File: src/hdl/gddu_pkg.sv
// ---------------------------------------------------------------------------
// gddu_pkg
// Shared types and constants for the Gregorian day difference unit.
// ---------------------------------------------------------------------------
package gddu_pkg;

	localparam int YEAR_W      = 14;
	localparam int MONTH_W     = 4;
	localparam int DAY_W       = 5;
	localparam int COUNT_W     = 22;
	localparam int WDAY_W      = 3;
	localparam int DN_W        = 23;
	localparam int IN_TDATA_W  = 48;
	localparam int OUT_TDATA_W = 32;

	// reciprocal of 100, exact for operands below 2^15
	localparam logic [12:0] RECIP_100   = 13'd5243;
	localparam int          RECIP_SHIFT = 19;

	localparam logic [YEAR_W-1:0]  EPOCH_YEAR  = 14'd1601;
	localparam logic [MONTH_W-1:0] EPOCH_MONTH = 4'd1;
	localparam logic [DAY_W-1:0]   EPOCH_DAY   = 5'd1;

	localparam logic [COUNT_W-1:0] COUNT_MAX = {COUNT_W{1'b1}};

	typedef enum logic {
		OP_DAYS    = 1'b0,
		OP_WEEKDAY = 1'b1
	} opcode_t;

	typedef struct packed {
		logic [YEAR_W-1:0]  year;
		logic [MONTH_W-1:0] month;
		logic [DAY_W-1:0]   day;
	} date_t;

	typedef struct packed {
		opcode_t op;
		logic    end_early;
		date_t   start;
		date_t   fin;
	} entry_t;

	typedef struct packed {
		logic full;
		logic empty;
	} q_stat_t;

endpackage

File: src/hdl/gregorian_day_difference_unit.sv
// ---------------------------------------------------------------------------
// gregorian_day_difference_unit
// Day count between two Gregorian dates, or weekday of the end date.
// ---------------------------------------------------------------------------
// channel  dir  signals                    word
// s_       in   tvalid tready tdata tuser  two dates, opcode in tuser
// m_       out  tvalid tready tdata        day count, order flag, weekday
//
// one word per cycle sustained while m_tready keeps up; from accept to m_tvalid a word
// passes the input register, the queue write, four compute stages, then the output register
// the compute pipeline advances whenever the output register is free or taken
// the queue absorbs output stalls so the input side keeps accepting words until it is full
// reset clears all valid bits and queue pointers, no clearing pass
// ---------------------------------------------------------------------------
module gregorian_day_difference_unit import gddu_pkg::*; #(
	parameter int QUEUE_DEPTH = 4
) (
	input  logic                   clk,
	input  logic                   arst_n,
	input  logic                   s_tvalid,
	output logic                   s_tready,
	input  logic [IN_TDATA_W-1:0]  s_tdata,  // start_year, start_month, start_day,
	                                         // end_year, end_month, end_day
	input  logic                   s_tuser,  // opcode
	output logic                   m_tvalid,
	input  logic                   m_tready,
	output logic [OUT_TDATA_W-1:0] m_tdata   // day_count, end_before_start, weekday
);

	q_stat_t q_stat;
	logic    push;
	logic    pop;
	entry_t  push_entry;
	entry_t  pop_entry;

	gddu_front u_front (
		.clk        (clk),
		.arst_n     (arst_n),
		.s_tvalid   (s_tvalid),
		.s_tready   (s_tready),
		.s_tdata    (s_tdata),
		.s_tuser    (s_tuser),
		.q_stat     (q_stat),
		.push       (push),
		.push_entry (push_entry)
	);

	gddu_queue #(
		.DEPTH (QUEUE_DEPTH)
	) u_queue (
		.clk        (clk),
		.arst_n     (arst_n),
		.push       (push),
		.push_entry (push_entry),
		.pop        (pop),
		.pop_entry  (pop_entry),
		.q_stat     (q_stat)
	);

	gddu_back u_back (
		.clk       (clk),
		.arst_n    (arst_n),
		.pop_entry (pop_entry),
		.q_stat    (q_stat),
		.pop       (pop),
		.m_tvalid  (m_tvalid),
		.m_tready  (m_tready),
		.m_tdata   (m_tdata)
	);

`ifndef NO_ASSERTIONS
	a_no_push_full: assert property (@(posedge clk) disable iff (!arst_n)
		push |-> !q_stat.full)
		else $error("push into full queue");

	a_no_pop_empty: assert property (@(posedge clk) disable iff (!arst_n)
		pop |-> !q_stat.empty)
		else $error("pop from empty queue");

	a_flag_no_count: assert property (@(posedge clk) disable iff (!arst_n)
		(m_tvalid && m_tdata[22]) |-> (m_tdata[21:0] == '0 && m_tdata[25:23] == '0))
		else $error("order flag with nonzero count or weekday");

	a_weekday_alone: assert property (@(posedge clk) disable iff (!arst_n)
		(m_tvalid && m_tdata[25:23] != '0) |-> (m_tdata[21:0] == '0))
		else $error("weekday and count both set");
`endif

endmodule

File: src/hdl/gddu_front.sv
// ---------------------------------------------------------------------------
// gddu_front
// Input stage: takes a word, flags the order of the two dates and pushes the entry.
// ---------------------------------------------------------------------------
module gddu_front import gddu_pkg::*; (
	input  logic                  clk,
	input  logic                  arst_n,
	input  logic                  s_tvalid,
	output logic                  s_tready,
	input  logic [IN_TDATA_W-1:0] s_tdata,  // start y, m, d, end y, m, d, zero pad
	input  logic                  s_tuser,  // opcode
	input  q_stat_t               q_stat,
	output logic                  push,
	output entry_t                push_entry
);

	date_t   start_in;
	date_t   fin_in;
	date_t   start_eff;
	opcode_t op_in;
	entry_t  entry_s1;
	logic    valid_s1;

	function automatic logic precedes(input date_t a, input date_t b);
		logic r;
		if (a.year != b.year) begin
			r = a.year < b.year;
		end else if (a.month != b.month) begin
			r = a.month < b.month;
		end else begin
			r = a.day < b.day;
		end
		return r;
	endfunction

	assign start_in.year  = s_tdata[13:0];
	assign start_in.month = s_tdata[17:14];
	assign start_in.day   = s_tdata[22:18];
	assign fin_in.year    = s_tdata[36:23];
	assign fin_in.month   = s_tdata[40:37];
	assign fin_in.day     = s_tdata[45:41];
	assign op_in          = opcode_t'(s_tuser);

	// weekday is counted against the epoch date
	always_comb begin
		if (op_in == OP_WEEKDAY) begin
			start_eff.year  = EPOCH_YEAR;
			start_eff.month = EPOCH_MONTH;
			start_eff.day   = EPOCH_DAY;
		end else begin
			start_eff = start_in;
		end
	end

	assign push       = valid_s1 && !q_stat.full;
	assign s_tready   = !valid_s1 || !q_stat.full;
	assign push_entry = entry_s1;

	always_ff @(posedge clk or negedge arst_n) begin
		if (!arst_n) begin
			valid_s1 <= 1'b0;
		end else if (s_tready) begin
			valid_s1 <= s_tvalid;
		end
	end

	always_ff @(posedge clk) begin
		if (s_tready && s_tvalid) begin
			entry_s1.op        <= op_in;
			entry_s1.end_early <= precedes(fin_in, start_eff);
			entry_s1.start     <= start_eff;
			entry_s1.fin       <= fin_in;
		end
	end

endmodule

File: src/hdl/gddu_queue.sv
// ---------------------------------------------------------------------------
// gddu_queue
// Short first-in first-out queue between the input and compute stages.
// ---------------------------------------------------------------------------
module gddu_queue import gddu_pkg::*; #(
	parameter int DEPTH = 4
) (
	input  logic    clk,
	input  logic    arst_n,
	input  logic    push,
	input  entry_t  push_entry,
	input  logic    pop,
	output entry_t  pop_entry,
	output q_stat_t q_stat
);

	localparam int PTR_W = (DEPTH > 1) ? $clog2(DEPTH) : 1;
	localparam int CNT_W = $clog2(DEPTH + 1);

	entry_t           mem [DEPTH];
	logic [PTR_W-1:0] wr_ptr_q;
	logic [PTR_W-1:0] rd_ptr_q;
	logic [CNT_W-1:0] count_q;

	assign q_stat.full  = count_q == CNT_W'(DEPTH);
	assign q_stat.empty = count_q == '0;
	assign pop_entry    = mem[rd_ptr_q];

	always_ff @(posedge clk) begin
		if (push) begin
			mem[wr_ptr_q] <= push_entry;
		end
	end

	always_ff @(posedge clk or negedge arst_n) begin
		if (!arst_n) begin
			wr_ptr_q <= '0;
			rd_ptr_q <= '0;
			count_q  <= '0;
		end else begin
			if (push) begin
				wr_ptr_q <= (wr_ptr_q == PTR_W'(DEPTH - 1)) ? '0 : wr_ptr_q + PTR_W'(1);
			end
			if (pop) begin
				rd_ptr_q <= (rd_ptr_q == PTR_W'(DEPTH - 1)) ? '0 : rd_ptr_q + PTR_W'(1);
			end
			if (push && !pop) begin
				count_q <= count_q + CNT_W'(1);
			end else if (pop && !push) begin
				count_q <= count_q - CNT_W'(1);
			end
		end
	end

endmodule

File: src/hdl/gddu_back.sv
// ---------------------------------------------------------------------------
// gddu_back
// Compute pipeline: day numbers of both dates, difference, count or weekday.
// ---------------------------------------------------------------------------
module gddu_back import gddu_pkg::*; (
	input  logic                   clk,
	input  logic                   arst_n,
	input  entry_t                 pop_entry,
	input  q_stat_t                q_stat,
	output logic                   pop,
	output logic                   m_tvalid,
	input  logic                   m_tready,
	output logic [OUT_TDATA_W-1:0] m_tdata  // day_count, end_before_start, weekday, zero pad
);

	localparam int YP_W = YEAR_W + 1;
	localparam int QA_W = 8;
	localparam int QB_W = 6;
	localparam int Q4_W = YP_W - 2;
	localparam int PA_W = YP_W + 13;
	localparam int PB_W = Q4_W + 13;
	localparam int PY_W = YEAR_W + 13;
	localparam int PRE_W = 9;
	localparam int DF_W = DN_W + 1;

	typedef struct packed {
		date_t             dt;
		logic [DN_W-1:0]   y365;
		logic [Q4_W-1:0]   q4;
		logic [QA_W-1:0]   qa;
		logic [QB_W-1:0]   qb;
		logic [QA_W-1:0]   qy;
	} yparts_t;

	typedef struct packed {
		logic [DN_W-1:0]  whole;
		logic [PRE_W-1:0] pre;
		logic [DAY_W-1:0] day;
	} dparts_t;

	function automatic logic [PRE_W-1:0] month_prefix(input logic [MONTH_W-1:0] m);
		logic [PRE_W-1:0] p;
		case (m)
			4'd0, 4'd1: p = 9'd0;
			4'd2:       p = 9'd31;
			4'd3:       p = 9'd59;
			4'd4:       p = 9'd90;
			4'd5:       p = 9'd120;
			4'd6:       p = 9'd151;
			4'd7:       p = 9'd181;
			4'd8:       p = 9'd212;
			4'd9:       p = 9'd243;
			4'd10:      p = 9'd273;
			4'd11:      p = 9'd304;
			4'd12:      p = 9'd334;
			default:    p = 9'd365;
		endcase
		return p;
	endfunction

	// 2^3 = 1 mod 7, so octal digits fold
	function automatic logic [2:0] mod7(input logic [DF_W-1:0] v);
		logic [5:0] s1;
		logic [3:0] s2;
		logic [2:0] s3;
		s1 = '0;
		for (int k = 0; k < DF_W / 3; k++) begin
			s1 = s1 + 6'(v[3*k +: 3]);
		end
		s2 = 4'(s1[5:3]) + 4'(s1[2:0]);
		s3 = s2[2:0] + 3'(s2[3]);
		return (s3 == 3'd7) ? 3'd0 : s3;
	endfunction

	logic    ce;
	logic    v_s1, v_s2, v_s3, v_s4;
	opcode_t op_s1, op_s2, op_s3, op_s4;
	logic    bf_s1, bf_s2, bf_s3, bf_s4;
	yparts_t yp_s1 [2];
	dparts_t dp_s2 [2];
	logic [DN_W-1:0] dn_s3 [2];
	logic signed [DF_W-1:0] diff_s4;

	yparts_t yp_c [2];
	dparts_t dp_c [2];
	date_t   dates [2];

	logic [COUNT_W-1:0] count_c;
	logic [WDAY_W-1:0]  wday_c;
	logic               valid_q;
	logic [OUT_TDATA_W-1:0] tdata_q;

	assign ce       = !valid_q || m_tready;
	assign pop      = ce && !q_stat.empty;
	assign m_tvalid = valid_q;
	assign m_tdata  = tdata_q;
	assign dates[0] = pop_entry.start;
	assign dates[1] = pop_entry.fin;

	// year parts: y*365, ceil quarters, ceil centuries and four-centuries, floor centuries by reciprocal
	always_comb begin
		logic [YP_W-1:0] ya;
		logic [Q4_W-1:0] yb;
		logic [PA_W-1:0] pa;
		logic [PB_W-1:0] pb;
		logic [PY_W-1:0] py;
		for (int i = 0; i < 2; i++) begin
			ya = YP_W'(dates[i].year) + YP_W'(99);
			yb = Q4_W'((YP_W'(dates[i].year) + YP_W'(399)) >> 2);
			pa = PA_W'(ya) * PA_W'(RECIP_100);
			pb = PB_W'(yb) * PB_W'(RECIP_100);
			py = PY_W'(dates[i].year) * PY_W'(RECIP_100);
			yp_c[i].dt   = dates[i];
			yp_c[i].y365 = DN_W'(dates[i].year) * DN_W'(365);
			yp_c[i].q4   = Q4_W'((YP_W'(dates[i].year) + YP_W'(3)) >> 2);
			yp_c[i].qa   = QA_W'(pa >> RECIP_SHIFT);
			yp_c[i].qb   = QB_W'(pb >> RECIP_SHIFT);
			yp_c[i].qy   = QA_W'(py >> RECIP_SHIFT);
		end
	end

	// leap test, whole-year days and month prefix with leap day
	always_comb begin
		logic [YEAR_W-1:0] rem;
		logic              leap;
		for (int i = 0; i < 2; i++) begin
			rem  = yp_s1[i].dt.year - YEAR_W'(YEAR_W'(yp_s1[i].qy) * YEAR_W'(100));
			leap = (yp_s1[i].dt.year[1:0] == 2'b00)
				&& ((rem != '0) || (yp_s1[i].qy[1:0] == 2'b00));
			dp_c[i].whole = yp_s1[i].y365 + DN_W'(yp_s1[i].q4)
				- DN_W'(yp_s1[i].qa) + DN_W'(yp_s1[i].qb);
			dp_c[i].pre = month_prefix(yp_s1[i].dt.month)
				+ PRE_W'(leap && (yp_s1[i].dt.month > 4'd2));
			dp_c[i].day = yp_s1[i].dt.day;
		end
	end

	always_comb begin
		count_c = '0;
		wday_c  = '0;
		if (op_s4 == OP_DAYS) begin
			if (!bf_s4 && (diff_s4 > 0)) begin
				count_c = (diff_s4 > $signed(DF_W'(COUNT_MAX))) ? COUNT_MAX
					: COUNT_W'(diff_s4);
			end
		end else begin
			if (!bf_s4 && !diff_s4[DF_W-1]) begin
				wday_c = mod7(diff_s4) + 3'd1;
			end
		end
	end

	always_ff @(posedge clk or negedge arst_n) begin
		if (!arst_n) begin
			v_s1    <= 1'b0;
			v_s2    <= 1'b0;
			v_s3    <= 1'b0;
			v_s4    <= 1'b0;
			valid_q <= 1'b0;
		end else if (ce) begin
			v_s1    <= pop;
			v_s2    <= v_s1;
			v_s3    <= v_s2;
			v_s4    <= v_s3;
			valid_q <= v_s4;
		end
	end

	always_ff @(posedge clk) begin
		if (ce) begin
			op_s1 <= pop_entry.op;
			bf_s1 <= pop_entry.end_early;
			op_s2 <= op_s1;
			bf_s2 <= bf_s1;
			op_s3 <= op_s2;
			bf_s3 <= bf_s2;
			op_s4 <= op_s3;
			bf_s4 <= bf_s3;
			for (int i = 0; i < 2; i++) begin
				yp_s1[i] <= yp_c[i];
				dp_s2[i] <= dp_c[i];
				dn_s3[i] <= dp_s2[i].whole + DN_W'(dp_s2[i].pre) + DN_W'(dp_s2[i].day);
			end
			diff_s4 <= $signed({1'b0, dn_s3[1]}) - $signed({1'b0, dn_s3[0]});
			tdata_q <= {(OUT_TDATA_W - COUNT_W - 1 - WDAY_W)'(0), wday_c, bf_s4 && (op_s4 == OP_DAYS),
				count_c};
		end
	end

endmodule
File: config.mk
export PLATFORM = sky130hd
export DESIGN_NAME = gregorian_day_difference_unit
export DESIGN_NICKNAME = d
export VERILOG_FILES = /design/src/hdl/gddu_pkg.sv /design/src/hdl/gregorian_day_difference_unit.sv /design/src/hdl/gddu_front.sv /design/src/hdl/gddu_queue.sv /design/src/hdl/gddu_back.sv
export SDC_FILE = /design/constraint.sdc
export NUM_CORES = 2
export LEC_CHECK = 0
export ABC_AREA = 1
export BUFFER_PORTS_ARGS = -buffer_cell sky130_fd_sc_hd__buf_2
export CORE_ASPECT_RATIO = 0.5
export CORE_MARGIN = 1.5
export CORE_UTILIZATION = 36
export DETAILED_ROUTE_END_ITERATION = 8
export GPL_TIMING_DRIVEN = 0
export PLACE_DENSITY = 0.48
export SLEW_MARGIN = 5
export SYNTH_ARGS = -nofsm -noshare
export SYNTH_HDL_FRONTEND = slang
export SYNTH_SLANG_ARGS = --single-unit
File: constraint.sdc
create_clock -name clk -period 20 [get_ports clk]
set_input_delay 2 -clock clk [delete_from_list [all_inputs] [get_ports clk]]
set_output_delay 2 -clock clk [all_outputs]
set_load 0.02 [all_outputs]
==> summary.txt <==
Timing
  • Final Skew: 48.0 ps
  • Worst Tran Pin Value: 1220 ps
  • Unrepaired setup endpoints after global routing: false
  • FMAX: 108 MHz
  • Final Max Slew Viols: 0
  • Tmin final: 9230 ps
  • # setup viols final: 0
  • Hold Vio Cnt, Final: 0
  • Final setup TNS: 0 ps
  • Max-slew headroom: 0.189
  • Fin crit share: 0.461

Finish
  • Most frequent cells in the layout: inv_1 (1444), ha_1 (958), nand2_1 (935)
  • Commonest non-fill, non-tap cell in the layout: inv_1
  • Layout area overhead: 9.66%
  • Fill cell count: 16.1k
  • Final #Nets: 7916
  • Layout cell share with drive strength beyond 1: 0.0427

Detailed routing
  • 1st-iter DRT viols: 2055
  • Vias: 40.9k
  • Via/cell ratio: 4.75
  • DRC violations left: 0
  • WL/cell: 17.3 um
  • 1st-pass router iterations: 7
  • Final WL: 149000 um
  • Routed Antenna Nets: 0

Clocking
  • Clock Latency Late Sink: 660 ps
  • Clock root buffer: clkbuf_16
  • Post-CTS setup repair buffer count: 0
  • Resized cells post-CTS: 0
  • Count of hold buffers inserted by post-cts repair: 0
  • CTS Buf Count: 66
  • Clock-pin slew on the worst setup and hold paths: 60 ps
  • CTS max path bufs: 3
  • CTS tree: done
  • Clock sinks: 589
  • H-tree depth: 3

Synth
  • Synth Area per Inst: 9.51 um2
  • Gate Count Post-Synth: 6225
  • Netlist cell types: 62
  • Prevailing post-synth register cell: edfxtp_1
  • Ys Warns: 0
  • Number of synthesized register bits: 589
  • FFs w/ async S/R, synth: 0.0221
  • Yosys top cell area share: 0.292
  • Post-Syn Area: 59200 um2
  • Post-synthesis sequential area ratio: 0.298
  • Post-synth top area cell: edfxtp_1
  • Number of synthesized flops with an enable pin: 576
  • Largest cells by area after synthesis: edfxtp_1 (29%), ha_1 (20%), fa_1 (17%), inv_1 (9.2%), nand2_1 (5.9%)

Place
  • DP HPWL: 124000 um
  • Final RePlAce weighted congestion: 0.881
  • Port Buffers: 78

Worst setup path
  • CP Max Fanout: 10
  • CP max-delay cell: a32oi_2
  • R2R depth: 34
  • R2R Setup Slk: 10770 ps
  • Critical Path AT: 9580 ps
  • Startpoint Class: register
  • Kind of critical path: register to register
  • CP required: 20350 ps
  • CP peak stage delay: 700 ps
  • CP endpoint kind: register

Global routing
  • First-pass GRT wire length: 238000 um
  • Pin count of the biggest net entering global routing: 128
  • Initial antenna violation count: 9
  • Gr usage total: 0.182
  • Vias in the first global route: 43.5k
  • Congestion Overflow GR: 0

Job
  • Max-cap viol count: 0

Floorplan
  • Core Rows: 104
  • Initial Utilization: 0.365
  • Top Ports: 87
  • Die ar.: 167000 um2
  • Core area: 162000 um2
  • Die X: 576 um
  • Die Y: 290 um

Status
  • Status: finished clean

Worst hold path
  • Tightest Hold Check Type: register to register
  • Worst hold stages: 0
==> synth_stat cells (all sizes together) (28+ instances only) <==
cell / instances
xnor2: 81
nor2: 324
nand2: 945
a21o: 44
o21ai: 220
buf: 28
nand4: 64
fa: 512
edfxtp: 576
a21oi: 299
o21bai: 30
inv: 1453
ha: 958
xor2: 193
nor3: 61
nand3: 223
==> layer usage <==
layer,share of wire,wire (um),track usage,vias up
met5,0.00028,41,0,-
met3,0.042,6310,0.0338,196
met4,0.027,4040,0.0499,6
met2,0.46,68800,0.310,544
li1,-,-,-,20500
met1,0.47,69500,0.239,19700
==> final cells by class <==
| type | count | area [um2] | area share |
|---|---|---|---|
| inverters | 1455 | 5480 | 0.0844 |
| multi-input cells | 4139 | 35900 | 0.553 |
| diodes | 1 | 2.50 | 0.0000386 |
| clock inverters | 40 | 487 | 0.00750 |
| plain buffers | 47 | 278 | 0.00428 |
| repair buffers | 95 | 719 | 0.0111 |
| well taps | 2173 | 2720 | 0.0419 |
| clock buffers | 77 | 1700 | 0.0262 |
| flip-flops and latches | 589 | 17600 | 0.272 |
==> stage by stage <==
step | worst slack, ps | cells | cell area [um2] | util | hold WS (ps)
finish | 10770 | 8616 | 64900 | 0.401 | 415
global route | 10000 | 8616 | 64900 | 0.401 | 427
CTS | 10750 | 8614 | 64900 | 0.400 | 419
detailed placement | 10820 | 8497 | 62700 | 0.387 | 405
global placement | 7530 | 8481 | 62300 | 0.385 | 406
floorplan | 10660 | 6230 | 59200 | - | 400
==> state kept, by name (all words and copies together) (netlist names), 2 cells and up <==
| signal | cells |
|---|---|
| u_queue.rd_ptr_q | 2 |
| u_front.push_entry | 48 |
| u_back.diff_s4 | 24 |
| u_queue.wr_ptr_q | 2 |
| u_back.m_tdata | 26 |
| u_queue.mem | 192 |
| u_back.yp_s1 | 158 |
| u_back.dp_s2 | 74 |
| u_back.dn_s3 | 46 |
| u_queue.count_q | 3 |
==> worst paths after layout <==
check	from	endpoint
hold / removal	u_back.op_s2$_DFFE_PP_	u_back.op_s3$_DFFE_PP_
min in group asynchronous	arst_n	u_queue.wr_ptr_q[1]$_DFFE_PN0P_
max in group asynchronous	arst_n	u_queue.rd_ptr_q[1]$_DFFE_PN0P_
setup reg to reg	u_queue.rd_ptr_q[1]$_DFFE_PN0P_	u_back.yp_s1[0][101]$_DFFE_PP_
setup / recovery	u_queue.rd_ptr_q[1]$_DFFE_PN0P_	u_back.yp_s1[0][101]$_DFFE_PP_
hold reg to reg	u_back.op_s2$_DFFE_PP_	u_back.op_s3$_DFFE_PP_
==> critical path: cells and delay by family, from the launching register on <==
family | cells | cell delay, ps
AOI/OAI and AO/OA | 3 | 920
and+or+nand+nor | 11 | 1360
buffers and inverters | 11 | 1850
DFF | 1 | 430
adders and majority gates | 7 | 3170
xor gates and xnor gates | 2 | 1180
==> kinds of logic after synthesis <==
family,share of synthesized area
AND/OR/NAND/NOR,0.117
multiplexers,0.000169
AO/OA/AOI/OAI,0.0707
XOR/XNOR,0.0410
flip-flops,0.298
buffers and inverters,0.0971
adder cells (fa/ha/maj),0.376
other,0.0000634
Power is left out: the tool's default activity adds up to more than one toggle a clock period on the data nets, which glitch-free logic cannot reach.
